<file path="src/hw/rtl/wrt_pkg.sv">
// wrt_pkg: shared types and constants for the window rank transform
// no dependencies; used by wrt_cell, window_rank_transform and wrt_checker
package wrt_pkg;

  // default sizes
  localparam int MAX_SIDE_DEF   = 7;
  localparam int VALUE_BITS_DEF = 16;

  // fixed field widths
  localparam int SAMPLE_W   = 16;
  localparam int RANK_W     = 6;
  localparam int SIDE_W     = 3;
  localparam int THR_W      = 6;
  localparam int CFG_W      = 6;
  localparam int CFG_IDX_W  = 2;

  // register indexes
  localparam logic [CFG_IDX_W-1:0] REG_WINDOW_SIDE    = 2'd0;
  localparam logic [CFG_IDX_W-1:0] REG_RANK_THRESHOLD = 2'd1;

  // legal window sides
  localparam logic [SIDE_W-1:0] SIDE_3 = 3'd3;
  localparam logic [SIDE_W-1:0] SIDE_5 = 3'd5;
  localparam logic [SIDE_W-1:0] SIDE_7 = 3'd7;
  localparam int SIDE_RESET = 3;

  typedef enum logic [2:0] {
    ST_FILL,
    ST_LOAD,
    ST_RANK,
    ST_FIN,
    ST_OUT
  } wrt_state_t;

  // broadcast control from the sequencer to every cell
  typedef struct packed {
    logic load;    // sample beat accepted, cell at fill index captures it
    logic init;    // copy own sample into the circulating register, clear counts
    logic cmp;     // compare and rotate the ring
    logic fin;     // fold counts into a rank
    logic drain;   // shift ranks one cell towards the head
  } wrt_cell_ctl_t;

endpackage

</file>
<file path="src/hw/rtl/wrt_cell.sv">
// wrt_cell: one element of the ranking chain, holds a sample, its counts and rank
// depends on wrt_pkg (wrt_cell_ctl_t)
module wrt_cell #(
  parameter int IDX   = 0,
  parameter int SW    = 16,
  parameter int CNT_W = 6,
  parameter int IDX_W = 6
) (
  input  logic                   clk,
  input  wrt_pkg::wrt_cell_ctl_t ctl,
  input  logic [IDX_W-1:0]       cur_idx,
  input  logic [IDX_W-1:0]       last_idx,
  input  logic [SW-1:0]          sample,
  input  logic [SW-1:0]          circ_next,
  input  logic [SW-1:0]          circ_head,
  input  logic [CNT_W-1:0]       rank_next,
  output logic [SW-1:0]          circ,
  output logic [CNT_W-1:0]       rank
);

  localparam logic [IDX_W-1:0] MY_IDX = IDX_W'(IDX);

  logic [SW-1:0]      own_r;
  logic [SW-1:0]      circ_r;
  logic [CNT_W-1:0]   less_r;
  logic [CNT_W-1:0]   eq_r;
  logic [CNT_W-1:0]   rank_r;
  logic [CNT_W+1:0]   rank_sum;

  // floor((2*less + equal + 1) / 2)
  assign rank_sum = {1'b0, less_r, 1'b0} + {2'b00, eq_r} + (CNT_W+2)'(1);

  always_ff @(posedge clk) begin
    if (ctl.load && cur_idx == MY_IDX) begin
      own_r <= sample;
    end
    if (ctl.init) begin
      circ_r <= own_r;
      less_r <= '0;
      eq_r   <= '0;
    end else if (ctl.cmp) begin
      // ring closes at the last active cell
      circ_r <= (last_idx == MY_IDX) ? circ_head : circ_next;
      if (circ_r < own_r) begin
        less_r <= less_r + CNT_W'(1);
      end
      if (circ_r == own_r) begin
        eq_r <= eq_r + CNT_W'(1);
      end
    end
    if (ctl.fin) begin
      rank_r <= rank_sum[CNT_W:1];
    end else if (ctl.drain) begin
      rank_r <= rank_next;
    end
  end

  assign circ = circ_r;
  assign rank = rank_r;

endmodule

</file>
<file path="config.mk">
export PLATFORM = sky130hd
export DESIGN_NAME = wrt_cell
export DESIGN_NICKNAME = d
export VERILOG_FILES = /design/src/hw/rtl/wrt_pkg.sv /design/src/hw/rtl/wrt_cell.sv
export SDC_FILE = /design/constraint.sdc
export NUM_CORES = 1
export LEC_CHECK = 0
export ABC_AREA = 1
export ABC_CLOCK_PERIOD_IN_PS = 5600
export BUFFER_PORTS_ARGS = -buffer_cell sky130_fd_sc_hd__buf_4
export CAP_MARGIN = 20
export CELL_PAD_IN_SITES_DETAIL_PLACEMENT = 1
export CELL_PAD_IN_SITES_GLOBAL_PLACEMENT = 1
export CORE_MARGIN = 10
export CORE_UTILIZATION = 41
export CTS_CLUSTER_DIAMETER = 120
export CTS_CLUSTER_SIZE = 8
export DETAILED_ROUTE_END_ITERATION = 8
export PLACE_DENSITY_LB_ADDON = 0.1
export SLEW_MARGIN = 10
export SYNTH_ARGS = -nofsm -noshare
export SYNTH_HDL_FRONTEND = slang
export SYNTH_SLANG_ARGS = --single-unit
</file>
<file path="constraint.sdc">
create_clock -name clk -period 5.6 [get_ports clk]
set_clock_uncertainty 0.2 [all_clocks]
set_input_delay 0.56 -clock clk [delete_from_list [all_inputs] [get_ports clk]]
set_output_delay 0.56 -clock clk [all_outputs]
set_load 0.02 [all_outputs]
</file>
---- Word level (Yosys, flattened, before mapping) ----
Index checks and enable logic that the tools add are counted.
storage, ports and cells
  output and inout bits ................... 22
  bits in registers ....................... 50
  logic and storage cells ................. 23
  input port bits ......................... 72
cells by class
  muxes and demuxes ....................... 5
  $lt $le $gt $ge ......................... 1
  add/sub/neg operators ................... 4
  reductions and logical operators ........ 7
  equal/unequal tests ..................... 1
operators by type and width
  cell                                                            count
  16-bit two-way mux                                              3
  16-bit == test                                                  1
  16-bit < comparator                                             1
  6-bit by 1-bit adder with 6-bit output (second input constant)  2
  6-bit zero test                                                 2
  6-bit two-way mux                                               2
  7-bit by 1-bit adder with 7-bit output (second input constant)  1
  7-bit by 6-bit adder with 7-bit output                          1
  2-bit AND reduction                                             2
  2-bit nonzero test                                              2
  1-bit logical AND                                               1

---- Logic depth before layout (Yosys ltp) ----
Gate-level depths: netlist of the first run.
  depth in word-level cells ............... 4
  gate-level depth with buffers ........... 14
  gate-level depth less buffers ........... 14

---- Least setup slack after synthesis of the first run ----
OpenSTA, ideal clock, no wires.
  path type ............................... input to register
  from .................................... input port ctl[3] (netlist bit)
  to ...................................... register circ_r[0], in the netlist circ[0], enable pin
  arrival ................................. 1.368 ns
  buffers on the path ..................... 1
  setup time .............................. 0.372 ns
  cell stages on the path ................. 3
  required time ........................... 5.028 ns
  slack ................................... 3.661 ns
  cells stage by stage .................... clkbuf_1 > inv_1 > nand2_1
between the ends
  longest elaborated chain between the ends .. 1
ends and longest elaborated chain
  what                                 RTL line        source
  start: declaration                   wrt_cell.sv:10  input wrt_pkg::wrt_cell_ctl_t ctl,
  2-bit nonzero test (no source line)  n/a
  end signal: assignment               wrt_cell.sv:38  circ_r <= own_r;
  end signal: assignment               wrt_cell.sv:43  circ_r <= (last_idx == MY_IDX) ? circ_head : circ_next;
  end: declaration                     wrt_cell.sv:24  logic [SW-1:0] circ_r;
Every way passes these cells.
A chain may end at the register's enable or synchronous reset.

---- Worst setup path in the final report of the first run ----
  from .................................... register circ_r[7], in the netlist circ[7]
  to ...................................... register eq_r[5]
between the ends
  longest elaborated chain between the ends .. 2
ends and longest elaborated chain
  what                                  RTL line        source
  16-bit == test                        wrt_cell.sv:47  if (circ_r == own_r) begin
  2-bit AND reduction (no source line)  n/a
  end signal: assignment                wrt_cell.sv:48  eq_r <= eq_r + CNT_W'(1);
  end: declaration                      wrt_cell.sv:26  logic [CNT_W-1:0] eq_r;
Every way passes these cells.

==> results by group, run 1 <==
GRT
  – Grt met1 use: 16.0%
  – Met2 Usage GRT: between 30% and 40%
  – Gr usage total: 15.8%
  – Gr busiest metal: met2
  – Initial antenna violation count: 0
  – First-pass GRT wire length: approximately 14000 µm
  – M3 GR Usage: 6.14%
  – Total gr overflow: 0
  – Largest net degree at the start of global routing: 39
  – Vias in the first global route: approximately 2900

Clock tree
  – TritonCTS clock tree: done
  – Hold_buf cts: 0
  – Reg clk slew, reported paths: 100 ps
  – Sink Count: 50
  – CTS H-tree depth: 2
  – Worst-Skew Late Latency: 310 ps
  – Post-CTS resize count: 0
  – CTS Buf Count: 5
  – Root buffer cell: clkbuf_8
  – Post-CTS repair timing setup buffer count: 0
  – CTS max path bufs: 2

Setup path
  – Max incr delay on CP: 420 ps
  – CP Capture Type: flop
  – CP cell instances: ha_1, nand2_1, nor2_1, nand4_1, nor3_2, nand2_1, nand2_1, a21oi_1
  – WP data required: 5580 ps
  – Number of buffer and inverter stages on the critical path: 0
  – Most frequent CP cell: nand2_1
  – Critical Path Source Type: flop
  – Largest delay share family, worst path: simple AND/OR/NAND/NOR gates
  – Arrival time worst endpoint: around 2200 ps
  – CP max-delay cell: edfxtp_1
  – Crit-path max FO: 4
  – CP Class: flop to flop

Finish
  – Nets: roughly 500
  – Register area: 0.00138 mm²
  – Filler cells: 832
  – # diodes: 0
  – Multi-input gate area: roughly 0.0014 mm²
  – Share of layout cells above drive strength 1: 31.8%
  – Layout area overhead: 30.7%

Floorplan
  – Die area: 0.0110 mm²
  – FP Rows: 30
  – Core area: 0.00691 mm²
  – Die height: 105 µm
  – Num ports: 94
  – DIE WIDTH: 105 µm
  – Starting density of the core: 42.9%

Yosys
  – Simple-Gate Fraction of Synth Area: 20.8%
  – Synth Area in Adders: 10.4%
  – Seq/Total Area, Yosys: 46.6%
  – Syn. warnings: 0
  – Seq cells post-synth: 50
  – Count of cell types in the netlist: 37
  – Post-synthesis mux area share: 0%
  – Synth area leader: edfxtp_1
  – Post-synthesis async set-or-reset flop share: 0%
  – Post-synth top cells: 66 x nand2_1, 41 x inv_1, 38 x edfxtp_1
  – Synth area leaders: edfxtp_1 38%, ha_1 9.7%, nand2_1 8.4%
  – Mapped Cells: between 300 and 400
  – Mean Syn Cell Area: approximately 9.4 µm²
  – Main synth FF type: edfxtp_1
  – Largest family of logic cells by synthesized area: simple AND/OR/NAND/NOR gates
  – Post-synthesis net count: 411
  – Synth Cell Area: a little under 0.003 mm²
  – Post-synth EDFFs: 38
  – Yosys top cell area share: 38.5%
  – Post-synthesis xor/xnor area fraction: 1.48%
  – Most common cell in the netlist: nand2_1
  – Synth Area in Compound Gates: 13.7%

Timing
  – Final hold vios: 0
  – Slew @ Worst Pin: 799 ps
  – Tcrit/Tclk final: 38.7%
  – FMAX: roughly 460 MHz
  – Min Tclk post-route: 2170 ps
  – Slew margin rel.: 46.7%
  – Setup TNS: 0 ps
  – Fin worst setup slack: 3430 ps
  – Fin. max-slew vios: 0
  – Final setup vio count: 0
  – Unrepaired setup endpoints after global routing: false

Run status
  – Outcome: completed

Routing
  – Residual DRC: 0
  – Via density: 5.14
  – Drt initial violations: between 90 and 100
  – First-pass detailed-route iteration total: 6
  – Drt wl/cell: 17.2 µm
  – Final ANT Viol Nets: 0
  – Vias: 2595
  – WL final: 8700 µm

Place
  – Gpl congestion: slightly above 0.8
  – Place WS: 3190 ps
  – DP HPWL: 6860 µm
  – Port Buffers: 93

Power and ir drop
  – Worst vdd ir: 0.109 mV
  – Internal power: approximately 660 µW
  – Psw: 217 µW
  – Reg power frac: 48.3%
  – Power per standard cell area: 227 mW/mm²
  – Combinational share of power: 16.7%
  – P_leak: ~0.0018 µW
  – Switching part of the total: 24.6%
  – Clk pwr share: 35.0%

Worst hold path
  – Worst min-delay path class: primary input to flop

Job
  – Max cap viols: 0
worst reg2reg max path, cell delays in order (launching register included):
cell	delay, ps
edfxtp_1	420
ha_1	330
nand2_1	90
nor2_1	310
nand4_1	200
nor3_2	230
nand2_1	120
nand2_1	80
a21oi_1	60
through the flow:
stage	utilization [%]	cells	hold WS, ps	total power, µW	instance area, µm²
after global routing	56.1	505	199	920	3880
after floorplan	-	315	268	504	2970
after CTS	56.1	505	209	888	3880
after global placement	54.2	497	284	575	3740
final	56.1	505	215	880	3880
after detailed placement	54.2	497	317	581	3740
worst paths after layout:
path              slack, ps  startpoint  depth (start not counted)         to
hold reg to reg         340     eq_r[2]                          2    eq_r[2]
setup / recovery       3430     circ[7]                          8    eq_r[5]
hold / removal          220  sample[10]                          1  own_r[10]
setup reg to reg       3430     circ[7]                          8    eq_r[5]
per-layer routing:
layer | routed length, µm | vias up
li1 | - | 1282
met3 | 660 | 4
met5 | 0 | -
met1 | 3330 | 1232
met4 | 45 | 0
met2 | 4660 | 77
registers in the layout (all words and copies together) (netlist names):
name	flops
circ	16
eq_r	6
less_r	6
own_r	16
rank	6
logic make-up (layout without fill, tap and decap cells):
group | after synthesis | in the layout
adders and majority gates | 24 | 24
xor gates and xnor gates | 5 | 5
DFF | 50 | 50
AOI/OAI and AO/OA | 56 | 56
and+or+nand+nor | 130 | 130
buffers and inverters | 50 | 144
layout by cell type (no fill, tap or decap), types with 2 or more instances in the layout:
| cell | synthesis | layout |
|---|---|---|
| a21oi_1 | 11 | 11 |
| a22oi_1 | 6 | 6 |
| a22oi_2 | 9 | 9 |
| a31oi_1 | 18 | 18 |
| buf_4 | 0 | 95 |
| bufinv_16 | 0 | 2 |
| clkbuf_8 | 0 | 5 |
| dfxtp_1 | 12 | 12 |
| edfxtp_1 | 38 | 38 |
| ha_1 | 23 | 23 |
| inv_1 | 41 | 41 |
| nand2_1 | 66 | 66 |
| nand2_2 | 7 | 7 |
| nand3_1 | 11 | 11 |
| nand3_2 | 2 | 2 |
| nand4_1 | 10 | 10 |
| nor2_1 | 21 | 21 |
| nor3_1 | 3 | 3 |
| nor3_2 | 2 | 2 |
| nor4_1 | 2 | 2 |
| o21ai_0 | 7 | 7 |
| xor2_1 | 4 | 4 |
layout make-up:
cell class / count / share of cell area, %
Multi-Input combinational cell: 215 / 35.5
Sequential cell: 50 / 35.6
Tap cell: 96 / 3.10
Inverter: 41 / 3.97
Clock inverter: 3 / 1.65
Clock buffer: 5 / 1.78
Timing Repair Buffer: 95 / 18.4
power by group through the flow:
stage / clock network, µW / registers, µW / logic [µW]
2_1_floorplan: 0 / 446 / 57.6
3_3_place_gp: 0 / 433 / 142
3_5_place_dp: 0 / 434 / 147
4_1_cts: 313 / 425 / 150
5_1_grt: 330 / 427 / 164
6_report: 308 / 425 / 147
No activity file was read; power rests on OpenSTA's default activity.
==> run 2, diff against run 1 <==
--- a/config.mk
+++ b/config.mk
@@ -6,13 +6,13 @@
 export NUM_CORES = 1
 export LEC_CHECK = 0
 export ABC_AREA = 1
-export ABC_CLOCK_PERIOD_IN_PS = 5600
+export ABC_CLOCK_PERIOD_IN_PS = 1850
 export BUFFER_PORTS_ARGS = -buffer_cell sky130_fd_sc_hd__buf_4
 export CAP_MARGIN = 20
 export CELL_PAD_IN_SITES_DETAIL_PLACEMENT = 1
 export CELL_PAD_IN_SITES_GLOBAL_PLACEMENT = 1
 export CORE_MARGIN = 10
-export CORE_UTILIZATION = 41
+export CORE_UTILIZATION = 34
 export CTS_CLUSTER_DIAMETER = 120
 export CTS_CLUSTER_SIZE = 8
 export DETAILED_ROUTE_END_ITERATION = 8
==> constraint.sdc (replaced) <==
create_clock -name clk -period 1.85 [get_ports clk]
set_clock_uncertainty 0.2 [all_clocks]
set_input_delay 0.185 -clock clk [delete_from_list [all_inputs] [get_ports clk]]
set_output_delay 0.185 -clock clk [all_outputs]
set_load 0.02 [all_outputs]
==> results by group, run 2 (synthesis gave the netlist of run 1 again) <==
Run status
  – Outcome: finished, violations left
  – Failing checks: negative setup slack

Routing
  – Residual DRC: 0
  – Drt initial violations: 41
  – Via density: ~4.8
  – Final ANT Viol Nets: 0
  – Vias: 2761
  – Drt wl/cell: around 16 µm
  – WL final: 9300 µm
  – First-pass detailed-route iteration total: 4

Worst hold path
  – Worst min-delay path class: primary input to flop
  – Hold Path Depth: 3

Floorplan
  – Die area: approximately 0.013 mm²
  – Core area: 0.00859 mm²
  – DIE WIDTH: 113 µm
  – Num ports: 94
  – FP Rows: 34
  – Starting density of the core: 34.5%
  – Die height: around 110 µm

Timing
  – Final setup vio count: 12
  – Final hold vios: 0
  – Unrepaired setup endpoints after global routing: true
  – Fin. max-slew vios: 0
  – Slew @ Worst Pin: about 390 ps
  – Min Tclk post-route: 2070 ps
  – FMAX: 482 MHz
  – Fin worst setup slack: -225 ps
  – Setup TNS: -1670 ps
  – Tcrit/Tclk final: 112%
  – Slew margin rel.: 74.1%

Finish
  – Share of layout cells above drive strength 1: 39.0%
  – Nets: 557
  – # diodes: 0
  – Register area: 0.00138 mm²
  – Layout area overhead: 48.9%
  – Multi-input gate area: 0.00150 mm²
  – Fin area: 0.00441 mm²
  – Fin util: between 50% and 60%
  – Non-filler cells, final: 570
  – Filler cells: 1011
  – Most frequent cells in the layout: 128 x buf_4, 63 x nand2_1, 39 x inv_1, 38 x edfxtp_1, 20 x dlygate4sd3_1
  – Most common cell after layout, fill and taps aside: buf_4

Power and ir drop
  – P_leak: 0.00202 µW
  – Worst vdd ir: approximately 0.28 mV
  – Power per standard cell area: 561 mW/mm²

Clock tree
  – Sink Count: 50
  – Root buffer cell: clkbuf_8
  – CTS H-tree depth: 2
  – CTS max path bufs: 2
  – TritonCTS clock tree: done
  – Worst-Skew Late Latency: around 310 ps
  – CTS Buf Count: 5
  – Reg clk slew, reported paths: 100 ps

Setup path
  – Crit-path max FO: 3
  – Arrival time worst endpoint: 2120 ps
  – Reg-to-reg setup timing slack: -220 ps
  – CP Capture Type: flop
  – Reg2Reg Depth: 10
  – WP data required: 1900 ps
  – CP max-delay cell: edfxtp_1
  – CP Class: flop to flop
  – CP cell instances: ha_4, nand2_1, nor2_4, nand2_2, nor2_4, nand3_4, nor3_4, buf_4, nor2_1, nor2_1
  – Max incr delay on CP: 450 ps
  – Critical Path Source Type: flop

GRT
  – Largest net degree at the start of global routing: 24
  – Gr usage total: 14.0%
  – First-pass GRT wire length: roughly 15000 µm
  – Vias in the first global route: a little over 3000
  – Total gr overflow: 0
  – Initial antenna violation count: 0

Place
  – Placed Area: roughly 0.0040 mm²
  – Port Buffers: between 90 and 100
  – Cells after DPL: between 500 and 600
  – DP HPWL: around 7000 µm
  – Gpl congestion: 0.763
  – Place WS: -90.6 ps

Job
  – Max cap viols: 0
==> run 2: final timing paths <==
check        startpoint       to
max            circ[13]  eq_r[3]
max reg2reg    circ[13]  eq_r[3]
min reg2reg     eq_r[5]  eq_r[5]
min              ctl[2]  eq_r[5]
==> run 2: what timing repair did <==
| item | CTS | global route |
|---|---|---|
| pin swaps | 0 | 13 |
| resized for setup | 5 | 20 |
| setup buffers | 0 | 10 |
| hold endpoints to repair | 20 | 0 |
| hold buffers | 20 | 0 |
| endpoints found under the setup margin | 11 | 13 |
==> run 2: per-stage QoR <==
stage | hold WS [ps] | power, µW
final | 20.9 | 2480
after global routing | 18.6 | 2600
after CTS | 0.722 | 2490
after detailed placement | 165 | 1800
after global placement | 163 | 1790
after floorplan | 83.9 | 1530
==> run 2: area by class of cell <==
class	count	area share (%)
flip-flops and latches	50	31.3
well taps	108	3.06
clock inverters	2	0.198
repair buffers	148	26.3
clock buffers	6	1.64
multi-input cells	215	34.0
inverters	41	3.49
==> run 2: power breakdown <==
group	leakage, µW	internal (µW)	switching (µW)
combinational	0.00152	286	261
clock	0.0000426	262	388
sequential	0.000465	1260	24.0
==> run 2: routing by layer <==
metal	track usage, %	part of all wire (%)
met5	0	0
met4	3.05	0.63
met3	5.67	7.9
met2	25.5	53
met1	14.7	38
==> run 2: worst max-delay path: cells and delay by family (launching register included) <==
family | cells | cell delay, ps
buffers and inverters | 1 | 140
and+or+nand+nor | 8 | 920
adders and majority gates | 1 | 300
DFF | 1 | 450
